===== src/rtl/hsn_fifo.sv =====
// hsn_fifo: small register queue of cell jobs between front and back
// depends on nothing but its parameters
module hsn_fifo #(
    parameter int WIDTH = 63,
    parameter int DEPTH = 4
) (
    input  logic             i_clk,
    input  logic             i_rst_n,
    input  logic             i_push,
    input  logic [WIDTH-1:0] i_data,
    output logic             o_full,
    input  logic             i_pop,
    output logic [WIDTH-1:0] o_data,
    output logic             o_empty
);

    localparam int PW = (DEPTH > 1) ? $clog2(DEPTH) : 1;

    logic [WIDTH-1:0] r_mem [DEPTH];
    logic [PW-1:0]    r_wptr;
    logic [PW-1:0]    r_rptr;
    logic [PW:0]      r_count;

    always_ff @(posedge i_clk) begin
        if (!i_rst_n) begin
            r_wptr  <= '0;
            r_rptr  <= '0;
            r_count <= '0;
        end else begin
            if (i_push) begin
                r_wptr <= (32'(r_wptr) == DEPTH - 1) ? '0 : r_wptr + PW'(1);
            end
            if (i_pop) begin
                r_rptr <= (32'(r_rptr) == DEPTH - 1) ? '0 : r_rptr + PW'(1);
            end
            if (i_push && !i_pop) begin
                r_count <= r_count + (PW+1)'(1);
            end else if (!i_push && i_pop) begin
                r_count <= r_count - (PW+1)'(1);
            end
        end
    end

    always_ff @(posedge i_clk) begin
        if (i_push) begin
            r_mem[r_wptr] <= i_data;
        end
    end

    assign o_data  = r_mem[r_rptr];
    assign o_full  = (32'(r_count) == DEPTH);
    assign o_empty = (r_count == '0);

endmodule


===== config.mk =====
export PLATFORM = sky130hd
export DESIGN_NAME = hsn_fifo
export DESIGN_NICKNAME = d
export VERILOG_FILES = /design/src/rtl/hsn_fifo.sv
export SDC_FILE = /design/constraint.sdc
export NUM_CORES = 1
export LEC_CHECK = 0
export BUFFER_PORTS_ARGS = -buffer_cell sky130_fd_sc_hd__buf_2
export CORE_MARGIN = 3
export CORE_UTILIZATION = 50
export DETAILED_ROUTE_END_ITERATION = 10
export GPL_TIMING_DRIVEN = 0
export PLACE_DENSITY = 0.71
export SLEW_MARGIN = 5
export SYNTH_ARGS = -nofsm -noshare
export SYNTH_HDL_FRONTEND = slang
export SYNTH_SLANG_ARGS = --single-unit

===== constraint.sdc =====
create_clock -name i_clk -period 6.4 [get_ports i_clk]
set_input_delay 1.28 -clock i_clk [delete_from_list [all_inputs] [get_ports i_clk]]
set_output_delay 1.28 -clock i_clk [all_outputs]
set_load 0.05 [all_outputs]

==> impl_summary.log <==
[metrics] global-route wire length before repair: 25400 um
[metrics] count of antenna-violating nets left after detailed routing: 0
[metrics] outcome: finished clean
[metrics] share of post-route cells with drive strength above 1: 45.7%
[metrics] count of yosys warnings during synthesis: 0
[metrics] number of setup violations in the final report: 0
[metrics] final global-route overflow total: 0
[metrics] endpoint type of the worst setup path: primary output
[metrics] Clock Pin Slew Worst Setup and Hold Paths: 0.06 ns
[metrics] die area: 0.0209 mm^2
[metrics] synthesized area: 0.00962 mm^2
[metrics] Fmax achieved: 283 MHz
[metrics] hold violation count in the final report: 0
[metrics] number of instances in the synthesized netlist: 373
[metrics] hold-critical path endpoint: r_count[2]
[metrics] PD cells: 350 mW/mm^2
[metrics] Starting Density: 51.1%
[metrics] post-CTS setup buffers: 0
[metrics] CTS root buffer: sky130_fd_sc_hd__clkbuf_16
[metrics] # IOs: 132
[metrics] Die W: 145 um
[metrics] placement-stage worst setup slack: 3.36 ns
[metrics] vertical extent of the die: 145 um
[metrics] number of standard cells in the layout, taps in and fillers out: 819
[metrics] min-delay src: r_count[2]
[metrics] setup TNS: 0 ns
[metrics] number of cell instances on the worst register-to-register path: 3
[metrics] Period minus WS final: 3.53 ns
[metrics] Total Routing Usage GR: 15.9%
[metrics] CP Class: flop to primary output
[metrics] Cell Rows: 50
[metrics] routed length per placed instance: 20.4 um
[metrics] hold slack: 0.521 ns
[metrics] core area: 0.0188 mm^2
[metrics] classification of the worst-slack hold path: flop to flop
[metrics] CP Max Fanout: 10
[metrics] total of fill cells in the finished design: 1289
[metrics] layout-stage area growth over the synthesis result: 20.8%
[metrics] via count normalized by instance count: 5.29
[metrics] net count reported at finish: 611
[metrics] Finished Cell Area: 0.0116 mm^2
[metrics] synthesized netlist net count: 447
[metrics] final cycle utilization of the critical path: 55.2%
[metrics] Final Routed Wirelength: 16700 um
[metrics] number of flops mapped to enable cells by yosys: 252
[metrics] Yosys reg bits: 261
[metrics] final critical-path setup slack: 2.87 ns
[metrics] post-synthesis async set-or-reset flop share: 0%
[metrics] Crit Reg-Reg Endpoint: r_mem[3][30]
[metrics] quantity of hold-fixing buffers added after cts: 0
[metrics] number of global-route vias before repair: 4707
[metrics] most common flop cell mapped by yosys: sky130_fd_sc_hd__edfxtp_1
[metrics] global placer's final weighted congestion: 0.704
[metrics] worst-case clock skew: 0.00836 ns
[metrics] fin. max-slew vios: 0
[metrics] CTS H-tree depth: 1
[metrics] synthesized area divided by synthesized cell count: 25.8 um^2
[metrics] sequential element share of the synthesized area: 80.5%
[metrics] DRC viols: 0
[metrics] TritonCTS clock tree: yes
[metrics] RSZ-0062 raised after global routing: false
[metrics] final HPWL from detailed placement: 10400 um
[metrics] worst slew margin relative to its limit: 63.2%
[metrics] overall via count from detail_route: 4336
[metrics] Worst VDD drop: 0.000335 V
[metrics] Port Buffers: 131
[metrics] Cell Count Post-Placement: 768
[metrics] initial antenna violation count: 1
[metrics] 1st-iter DRT viols: 297
[metrics] cts repair resizes: 0
[metrics] startpoint of the worst register-to-register path: r_wptr[0]
[metrics] cell depth of the worst min-delay path: 2
[metrics] Tightest Pin Transition: 0.552 ns
[metrics] count of unique library cells instantiated by Yosys: 23
[metrics] worst path arrival time: 2.25 ns
[metrics] placed standard-cell area: 0.0107 mm^2
[metrics] Max clock buf depth: 3
[metrics] clock buffers created by TritonCTS: 27
[metrics] crit path launch type: flop
[metrics] R2R setup slack: 4.64 ns
[metrics] clock latency on the worst-skew pair: 0.52 ns
[metrics] pin count of the biggest net entering global routing: 36
[metrics] number of violations of the max-capacitance limit: 0
[metrics] required time of the worst setup path: 5.12 ns
[metrics] Num Clock Sinks: 261
[metrics] number of search-and-repair iterations in the first detailed-routing pass: 4
[metrics] Lkg Pwr: 3.97 nW
-- layout by cell type (no fill, tap or decap) --
cell and n:
sky130_fd_sc_hd__a21boi_0 1, sky130_fd_sc_hd__and2_1 1, sky130_fd_sc_hd__and2_4 4, sky130_fd_sc_hd__buf_12 10, sky130_fd_sc_hd__buf_2 137, sky130_fd_sc_hd__buf_6 1, sky130_fd_sc_hd__bufinv_16 5, sky130_fd_sc_hd__clkbuf_1 4
sky130_fd_sc_hd__clkbuf_16 27, sky130_fd_sc_hd__clkbuf_8 1, sky130_fd_sc_hd__clkinv_1 4, sky130_fd_sc_hd__clkinv_2 6, sky130_fd_sc_hd__clkinvlp_4 3, sky130_fd_sc_hd__dfxtp_1 9, sky130_fd_sc_hd__diode_2 1, sky130_fd_sc_hd__edfxtp_1 252
sky130_fd_sc_hd__fa_1 1, sky130_fd_sc_hd__ha_1 6, sky130_fd_sc_hd__inv_1 4, sky130_fd_sc_hd__inv_6 1, sky130_fd_sc_hd__mux2i_1 4, sky130_fd_sc_hd__mux4_1 3, sky130_fd_sc_hd__mux4_2 60, sky130_fd_sc_hd__nor2_1 1
sky130_fd_sc_hd__nor2b_1 5, sky130_fd_sc_hd__nor3_1 2, sky130_fd_sc_hd__nor3b_1 1, sky130_fd_sc_hd__o21a_1 1, sky130_fd_sc_hd__o21ai_0 1, sky130_fd_sc_hd__or3_1 1, sky130_fd_sc_hd__xnor2_1 1, sky130_fd_sc_hd__xor2_1 1
-- flip-flops by register name (all words and copies together), names as in the netlist, named ones only --
| register | flops |
|---|---|
| r_mem | 252 |
| r_rptr | 2 |
| r_count | 3 |
| r_wptr | 2 |
-- synth_stat cells (2+ instances only) --
cell                       number  share of area [%]
sky130_fd_sc_hd__mux2i_1        4               0.42
sky130_fd_sc_hd__mux4_1         3               0.82
sky130_fd_sc_hd__buf_2          6               0.31
sky130_fd_sc_hd__and2_1         5               0.33
sky130_fd_sc_hd__edfxtp_1     252                 79
sky130_fd_sc_hd__ha_1           6               0.78
sky130_fd_sc_hd__dfxtp_1        9                1.9
sky130_fd_sc_hd__nor3_1         2               0.10
sky130_fd_sc_hd__mux4_2        60                 14
sky130_fd_sc_hd__buf_12         6                1.2
sky130_fd_sc_hd__inv_1          4               0.16
sky130_fd_sc_hd__nor2b_1        5               0.33
-- kinds of logic after synthesis --
group | synth area share [%]
buf+inv | 1.87
flops | 80.5
simple gates | 0.936
compound gates | 0.208
mux | 15.3
xor+xnor | 0.182
fa+ha+maj | 0.988
-- final cells by class --
type,count,area [um^2],share of cell area (%)
Timing Repair Buffer,135,736,6.33
Inverter,4,15.0,0.129
Tap cell,260,325,2.80
Antenna cell,1,2.50,0.0215
Sequential cell,261,7750,66.7
Clock buffer,31,701,6.03
Multi-Input combinational cell,94,1700,14.7
Buffer,14,165,1.42
Clock inverter,19,226,1.95
-- routing by layer --
layer | part of all wire [%] | global-route usage [%] | routed length, um
met1 | 40 | 20.8 | 6610
met2 | 52 | 27.3 | 8710
met3 | 6.4 | 3.65 | 1060
met4 | 1.9 | 4.52 | 320
met5 | 0 | 0 | 0
-- worst max path at each step --
stage                       from            to  slack, ns  cells after the start
after global routing        flop    o_data[34]       2.73                      4
after detailed placement    flop    o_data[36]       3.36                      4
after CTS                   flop    o_data[36]       2.76                      4
final                       flop    o_data[34]       2.87                      4
after floorplan           i_push   r_mem[0][0]       3.21                      1
after global placement    i_push  r_mem[1][25]       1.92                      2
-- where the power goes --
part,leakage (nW),switching [mW],total [mW],internal [mW]
Combinational,1.14,0.345,0.503,0.159
Clock,0.449,0.606,1.59,0.986
Sequential,2.39,0.0204,1.98,1.96
-- critical path, cell delays in order, from the launching register on --
cell                       delay (ns)
sky130_fd_sc_hd__dfxtp_1         0.30
sky130_fd_sc_hd__clkbuf_1        0.43
sky130_fd_sc_hd__buf_2           0.39
sky130_fd_sc_hd__mux4_2          0.38
sky130_fd_sc_hd__buf_2           0.23
-- stage by stage --
stage                     utilization, %  power [mW]
after floorplan                        -        2.38
final                               61.7        4.07
after detailed placement            56.8        2.52
after CTS                           61.7        4.12
after global placement              56.3        2.51
after global routing                61.7        4.23
Note: power is estimated with default switching activity, not from simulation.
