File: src/rtl/hsn_pkg.sv
// hsn_pkg: shared constants, register indexes, state and job types
// for the heightmap surface normal stream; no dependencies
package hsn_pkg;

    localparam int MAX_ROW_CELLS = 1024;
    localparam int SAMPLE_W      = 16;
    localparam int DIFF_W        = 18;
    localparam int COL_W         = 10;
    localparam int ROW_W         = 16;
    localparam int WIDTH_W       = 11;
    localparam int CFG_IDX_W     = 8;
    localparam int CFG_DATA_W    = 16;
    localparam int QUEUE_DEPTH   = 4;
    localparam int TDATA_W       = 80;
    localparam int PAD_W         = 7;

    localparam logic [WIDTH_W-1:0] RESET_WIDTH   = 11'd1024;
    localparam logic [ROW_W-1:0]   RESET_HEIGHT  = 16'd1024;
    localparam logic [15:0]        RESET_SPACING = 16'd1;

    localparam logic [CFG_IDX_W-1:0] REG_RASTER_WIDTH  = 8'd0;
    localparam logic [CFG_IDX_W-1:0] REG_RASTER_HEIGHT = 8'd1;
    localparam logic [CFG_IDX_W-1:0] REG_CELL_SPACING  = 8'd2;

    typedef enum logic [1:0] {
        F_IDLE,
        F_READ,
        F_JOBS,
        F_WRITE
    } t_fstate;

    typedef enum logic [2:0] {
        B_IDLE,
        B_SQ,
        B_SUM,
        B_ROOT,
        B_DIVP,
        B_DIV,
        B_DONE
    } t_bstate;

    typedef struct packed {
        logic signed [DIFF_W-1:0] sx;
        logic signed [DIFF_W-1:0] sy;
        logic [COL_W-1:0]         col;
        logic [ROW_W-1:0]         row;
        logic                     last;
    } t_job;

endpackage

File: src/rtl/hsn_back.sv
// hsn_back: turns one cell job into a unit normal by an iterative square
// root and three shared-step restoring dividers; uses hsn_pkg
module hsn_back (
    input  logic                           i_clk,
    input  logic                           i_rst_n,
    input  logic [15:0]                    i_spacing,
    input  logic                           i_empty,
    input  hsn_pkg::t_job                  i_job,
    output logic                           o_pop,
    output logic                           o_valid,
    input  logic                           i_ready,
    output logic signed [15:0]             o_nx,
    output logic signed [15:0]             o_ny,
    output logic [14:0]                    o_nz,
    output logic [hsn_pkg::COL_W-1:0]      o_col,
    output logic [hsn_pkg::ROW_W-1:0]      o_row,
    output logic                           o_last
);

    localparam int AW = 17;
    localparam int VW = 63;
    localparam int MW = 32;
    localparam int DW = 47;

    hsn_pkg::t_bstate r_state, n_state;

    logic [AW-1:0]              r_a   [3];
    logic [1:0]                 r_neg;
    logic [2*AW-1:0]            r_sq  [3];
    logic [DW-1:0]              r_rem [3];
    logic [14:0]                r_q   [3];
    logic [2:0]                 r_sat;
    logic [DW-1:0]              r_dm;
    logic [VW-1:0]              r_v, r_res, r_bit;
    logic [4:0]                 r_k;
    logic [hsn_pkg::COL_W-1:0]  r_col;
    logic [hsn_pkg::ROW_W-1:0]  r_row;
    logic                       r_last;
    logic                       r_ovalid;
    logic signed [15:0]         r_nx, r_ny;
    logic [14:0]                r_nz;
    logic [hsn_pkg::COL_W-1:0]  r_ocol;
    logic [hsn_pkg::ROW_W-1:0]  r_orow;
    logic                       r_olast;

    logic [15:0]                sp;
    logic [VW-1:0]              trial;
    logic [MW-1:0]              m;
    logic                       load;
    logic [14:0]                qf [3];

    always_comb begin
        sp    = (i_spacing == '0) ? 16'd1 : i_spacing;
        trial = r_res + r_bit;
        m     = r_res[MW-1:0];
        for (int i = 0; i < 3; i++) begin
            qf[i] = r_sat[i] ? 15'h7fff : r_q[i];
        end
    end

    always_comb begin
        n_state = r_state;
        o_pop   = 1'b0;
        load    = 1'b0;
        unique case (r_state)
            hsn_pkg::B_IDLE: begin
                if (!i_empty) begin
                    o_pop   = 1'b1;
                    n_state = hsn_pkg::B_SQ;
                end
            end
            hsn_pkg::B_SQ:   n_state = hsn_pkg::B_SUM;
            hsn_pkg::B_SUM:  n_state = hsn_pkg::B_ROOT;
            hsn_pkg::B_ROOT: if (r_k == 5'd31) n_state = hsn_pkg::B_DIVP;
            hsn_pkg::B_DIVP: n_state = hsn_pkg::B_DIV;
            hsn_pkg::B_DIV:  if (r_k == 5'd14) n_state = hsn_pkg::B_DONE;
            hsn_pkg::B_DONE: begin
                if (!r_ovalid || i_ready) begin
                    load    = 1'b1;
                    n_state = hsn_pkg::B_IDLE;
                end
            end
            default: n_state = hsn_pkg::B_IDLE;
        endcase
    end

    always_ff @(posedge i_clk) begin
        if (!i_rst_n) begin
            r_state  <= hsn_pkg::B_IDLE;
            r_ovalid <= 1'b0;
        end else begin
            r_state <= n_state;
            if (load) begin
                r_ovalid <= 1'b1;
            end else if (i_ready) begin
                r_ovalid <= 1'b0;
            end
        end
    end

    always_ff @(posedge i_clk) begin
        unique case (r_state)
            hsn_pkg::B_IDLE: begin
                r_a[0]   <= i_job.sx[hsn_pkg::DIFF_W-1] ? AW'(-i_job.sx) : AW'(i_job.sx);
                r_a[1]   <= i_job.sy[hsn_pkg::DIFF_W-1] ? AW'(-i_job.sy) : AW'(i_job.sy);
                r_a[2]   <= {sp, 1'b0};
                r_neg    <= {i_job.sy[hsn_pkg::DIFF_W-1], i_job.sx[hsn_pkg::DIFF_W-1]};
                r_col    <= i_job.col;
                r_row    <= i_job.row;
                r_last   <= i_job.last;
            end
            hsn_pkg::B_SQ: begin
                for (int i = 0; i < 3; i++) begin
                    r_sq[i] <= r_a[i] * r_a[i];
                end
            end
            hsn_pkg::B_SUM: begin
                r_v   <= {1'b0, (36'(r_sq[0]) + 36'(r_sq[1]) + 36'(r_sq[2])), 26'd0};
                r_res <= '0;
                r_bit <= VW'(1) << 62;
                r_k   <= '0;
            end
            hsn_pkg::B_ROOT: begin
                if (r_v >= trial) begin
                    r_v   <= r_v - trial;
                    r_res <= (r_res >> 1) + r_bit;
                end else begin
                    r_res <= r_res >> 1;
                end
                r_bit <= r_bit >> 2;
                r_k   <= r_k + 5'd1;
            end
            hsn_pkg::B_DIVP: begin
                for (int i = 0; i < 3; i++) begin
                    r_rem[i] <= {2'd0, r_a[i], 28'd0} + DW'(m >> 1);
                    r_sat[i] <= ({2'd0, r_a[i], 28'd0} + DW'(m >> 1)) >= (DW'(m) << 15);
                    r_q[i]   <= '0;
                end
                r_dm <= DW'(m) << 14;
                r_k  <= '0;
            end
            hsn_pkg::B_DIV: begin
                for (int i = 0; i < 3; i++) begin
                    if (r_rem[i] >= r_dm) begin
                        r_rem[i] <= r_rem[i] - r_dm;
                        r_q[i]   <= {r_q[i][13:0], 1'b1};
                    end else begin
                        r_q[i]   <= {r_q[i][13:0], 1'b0};
                    end
                end
                r_dm <= r_dm >> 1;
                r_k  <= r_k + 5'd1;
            end
            default: ;
        endcase
        if (load) begin
            r_nx    <= r_neg[0] ? -$signed({1'b0, qf[0]}) : $signed({1'b0, qf[0]});
            r_ny    <= r_neg[1] ? -$signed({1'b0, qf[1]}) : $signed({1'b0, qf[1]});
            r_nz    <= qf[2];
            r_ocol  <= r_col;
            r_orow  <= r_row;
            r_olast <= r_last;
        end
    end

    assign o_valid = r_ovalid;
    assign o_nx    = r_nx;
    assign o_ny    = r_ny;
    assign o_nz    = r_nz;
    assign o_col   = r_ocol;
    assign o_row   = r_orow;
    assign o_last  = r_olast;

endmodule
File: config.mk
export PLATFORM = sky130hd
export DESIGN_NAME = hsn_back
export DESIGN_NICKNAME = d
export VERILOG_FILES = /design/src/rtl/hsn_pkg.sv /design/src/rtl/hsn_back.sv
export SDC_FILE = /design/constraint.sdc
export NUM_CORES = 2
export LEC_CHECK = 0
export BUFFER_PORTS_ARGS = -buffer_cell sky130_fd_sc_hd__buf_2
export CORE_MARGIN = 2
export CORE_UTILIZATION = 45
export CTS_CLUSTER_DIAMETER = 100
export DETAILED_ROUTE_END_ITERATION = 16
export GPL_ROUTABILITY_DRIVEN = 0
export GPL_TIMING_DRIVEN = 0
export SYNTH_ARGS = -nofsm -noshare
export SYNTH_HDL_FRONTEND = slang
export SYNTH_SLANG_ARGS = --single-unit
File: constraint.sdc
create_clock -name i_clk -period 25.7 [get_ports i_clk]
set_input_delay 3.855 -clock i_clk [delete_from_list [all_inputs] [get_ports i_clk]]
set_output_delay 3.855 -clock i_clk [all_outputs]
set_load 0.1 [all_outputs]
==> impl_metrics.py <==
metrics = {
    "logic_synthesis": {
        "synth_ff_type": "edfxtp_1",
        "synth_nets": 8570,
        "synthCells": 7195,
        "syn_area_per_cell_um2": 9.52,
        "synth_area_um2": 68500,
        "async_flop_share_pct": 0,
        "yosysWarnings": 0,
        "yosysSeqAreaShare_pct": 28.5,
        "ys_ff_latch": 652,
        "synth_edf_count": 647,
        "synth_cell_type_count": 81,
    },
    "timing": {
        "skew_ns": 0.0620,
        "fin_crit_ns": 9.39,
        "worst_pin_slew_ns": 1.32,
        "setup-tns-final_ns": 0,
        "hold_viol": 0,
        "timing.fmax_ghz": 0.107,
        "hold-worst-slack_ns": 0.418,
        "rsz0062_at_grt": "false",
        "period_share_pct": 36.5,
        "maxSlewViolCount": 0,
        "setup_viol": 0,
        "maxSlewHeadroom_pct": 11.7,
    },
    "floorplan": {
        "start_util_pct": 45.2,
        "die_h_um": 394,
        "coreArea_um2": 152000,
        "std_cell_rows": 143,
        "fp.dieW_um": 394,
        "dieArea_um2": 155000,
        "io_pins": 159,
    },
    "setup_path": {
        "setup.worst_path.end_class": "output pin",
        "crit_path_end": "o_pop",
        "cp.required_ns": 21.84,
        "worstReg2RegStart": "r_a[0][3]$_DFFE_PP_",
        "start_kind": "primary input",
        "crit_arrival_ns": 5.53,
        "crit_fanout": 2,
        "path_class": "in -> out",
        "crit_path_start": "i_empty",
        "reg2reg_to": "r_sq[0][31]$_DFFE_PP_",
        "r2r_slack_ns": 17.15,
        "r2r_cells": 26,
    },
    "clock_network": {
        "htree_num_levels": 3,
        "insertion_delay_ns": 0.72,
        "postCtsHoldBufs": 0,
        "cts_tree": "done",
        "clock_sinks": 652,
        "cts_resized": 0,
        "cts_buffer_depth": 3,
        "cts_made_buffers": 83,
        "post-cts-setup-buffers": 0,
        "cts-root-buf": "clkbuf_16",
        "path_clk_slew_ns": 0.06,
    },
    "route": {
        "first_iter_violations": 4448,
        "drcViolationCount": 0,
        "viasPerCell": 5.60,
        "vias": 53500,
        "antenna_left": 0,
        "drt-pass1-iter-count": 6,
        "drt-wirelength-per-cell_um": 20.7,
        "routed_wl_um": 198000,
    },
    "global_route": {
        "overflow": 0,
        "grt_pass1_wl_um": 308000,
        "antenna_found_initial": 2,
        "grt_pass1_vias": 53000,
        "grt_max_degree": 70,
        "grt_usage_pct": 25.4,
    },
    "hold_path": {
        "min_from": "r_row[5]$_DFFE_PP_",
        "hold_class": "reg -> reg",
    },
    "finish": {
        "final_cell_mix": "inv_1 (964), ha_1 (709), edfxtp_1 (647)",
        "drive_gt1_share_pct": 5.58,
        "insertedDiodeCount": 0,
        "fillCellCount": 14300,
        "nNetsFinal": 8833,
        "area_delta_synth_final_pct": 9.67,
        "final_common_cell": "inv_1",
    },
    "placed_design": {
        "portBuffers": 158,
        "hpwl_um": 160000,
    },
    "job": {
        "cap_violations": 0,
    },
    "status": {
        "status": "finished clean",
    },
}
[metrics by stage]
stage               area [um2]  std cells  util (%)  setup WS [ns]
global route             75100       9555      49.6          16.26
global placement         71800       9383      47.4          13.35
finish                   75100       9555      49.6          16.31
floorplan                68500       7195         -          15.17
CTS                      75100       9555      49.6          16.46
detailed placement       72200       9403      47.7          16.47
[layer usage]
layer  track usage (%)  vias up  part of all wire [%]
li1                  -    25200                     -
met1              35.4    26300                    44
met2              40.4     1719                    46
met3              3.73      314                   6.9
met4              8.55        4                   3.4
met5                 0        -                 0.013
[critical path, stage by stage]
cell    delay [ns]
buf_2         0.11
nor4_1        0.97
buf_2         0.60
[kinds of logic (layout without fill, tap and decap cells)]
kind of cell               after synthesis  count (layout)  synth area share (%)
and+or+nand+nor                       1945            1945                  13.7
AOI/OAI and AO/OA                     1544            1544                  14.2
adders and majority gates             1292            1292                  30.0
buffers and inverters                 1232            1562                  6.79
DFF                                    652             652                  28.5
xor gates and xnor gates               518             518                  6.63
muxes                                   12              12                 0.192
[Yosys cell counts (13+ instances only)]
cell | n | share of area [%]
nand3_1 | 110 | 0.80
o211ai_1 | 23 | 0.25
or3_1 | 40 | 0.37
nand4_1 | 76 | 0.69
and3_1 | 113 | 1.0
a21o_1 | 218 | 2.4
nand2_1 | 635 | 3.5
nor3_1 | 79 | 0.58
buf_2 | 16 | 0.12
fa_1 | 583 | 17
clkbuf_1 | 241 | 1.3
a21oi_1 | 444 | 3.2
xor2_1 | 204 | 2.6
nor4_1 | 26 | 0.24
and4_1 | 19 | 0.24
o21a_1 | 38 | 0.42
a211o_1 | 13 | 0.17
a31oi_1 | 65 | 0.59
a21boi_0 | 19 | 0.21
o31ai_1 | 41 | 0.45
inv_1 | 965 | 5.3
or2_2 | 41 | 0.37
xnor2_1 | 314 | 4.0
ha_1 | 709 | 13
o21bai_1 | 68 | 0.75
and2_1 | 190 | 1.7
nand2b_1 | 65 | 0.59
o21ai_0 | 385 | 2.8
a31o_2 | 28 | 0.36
edfxtp_1 | 647 | 28
a211oi_1 | 61 | 0.67
nor2b_1 | 68 | 0.62
nor2_1 | 439 | 2.4
[worst min path at each step]
stage,to,cells after the start
finish,o_row[5]$_DFFE_PP_,0
global route,o_col[0]$_DFFE_PP_,0
CTS,o_row[2]$_DFFE_PP_,0
detailed placement,o_row[2]$_DFFE_PP_,0
global placement,o_row[7]$_DFFE_PP_,0
floorplan,o_col[0]$_DFFE_PP_,0
[cell type report]
type	instances	area, um2	area share [%]
inverters	966	3630	4.83
well taps	2030	2540	3.38
clock inverters	51	653	0.870
flip-flops and latches	652	19500	26.0
repair buffers	178	1170	1.55
plain buffers	266	1030	1.37
multi-input cells	5311	44300	59.0
clock buffers	101	2220	2.95
[state kept, by name, summed over array words and instances (netlist names)]
| signal | flops |
|---|---|
| o_col | 10 |
| o_last | 1 |
| o_nx | 16 |
| o_ny | 16 |
| o_nz | 15 |
| o_row | 16 |
| o_valid | 1 |
| r_a | 50 |
| r_bit | 32 |
| r_col | 10 |
| r_dm | 46 |
| r_k | 5 |
| r_last | 1 |
| r_neg | 2 |
| r_q | 45 |
| r_rem | 141 |
| r_res | 63 |
| r_row | 16 |
| r_sat | 3 |
| r_sq | 97 |
| r_state | 3 |
| r_v | 63 |
Power is left out: the tool's default activity adds up to more than one toggle a clock period on the data nets, which glitch-free logic cannot reach.
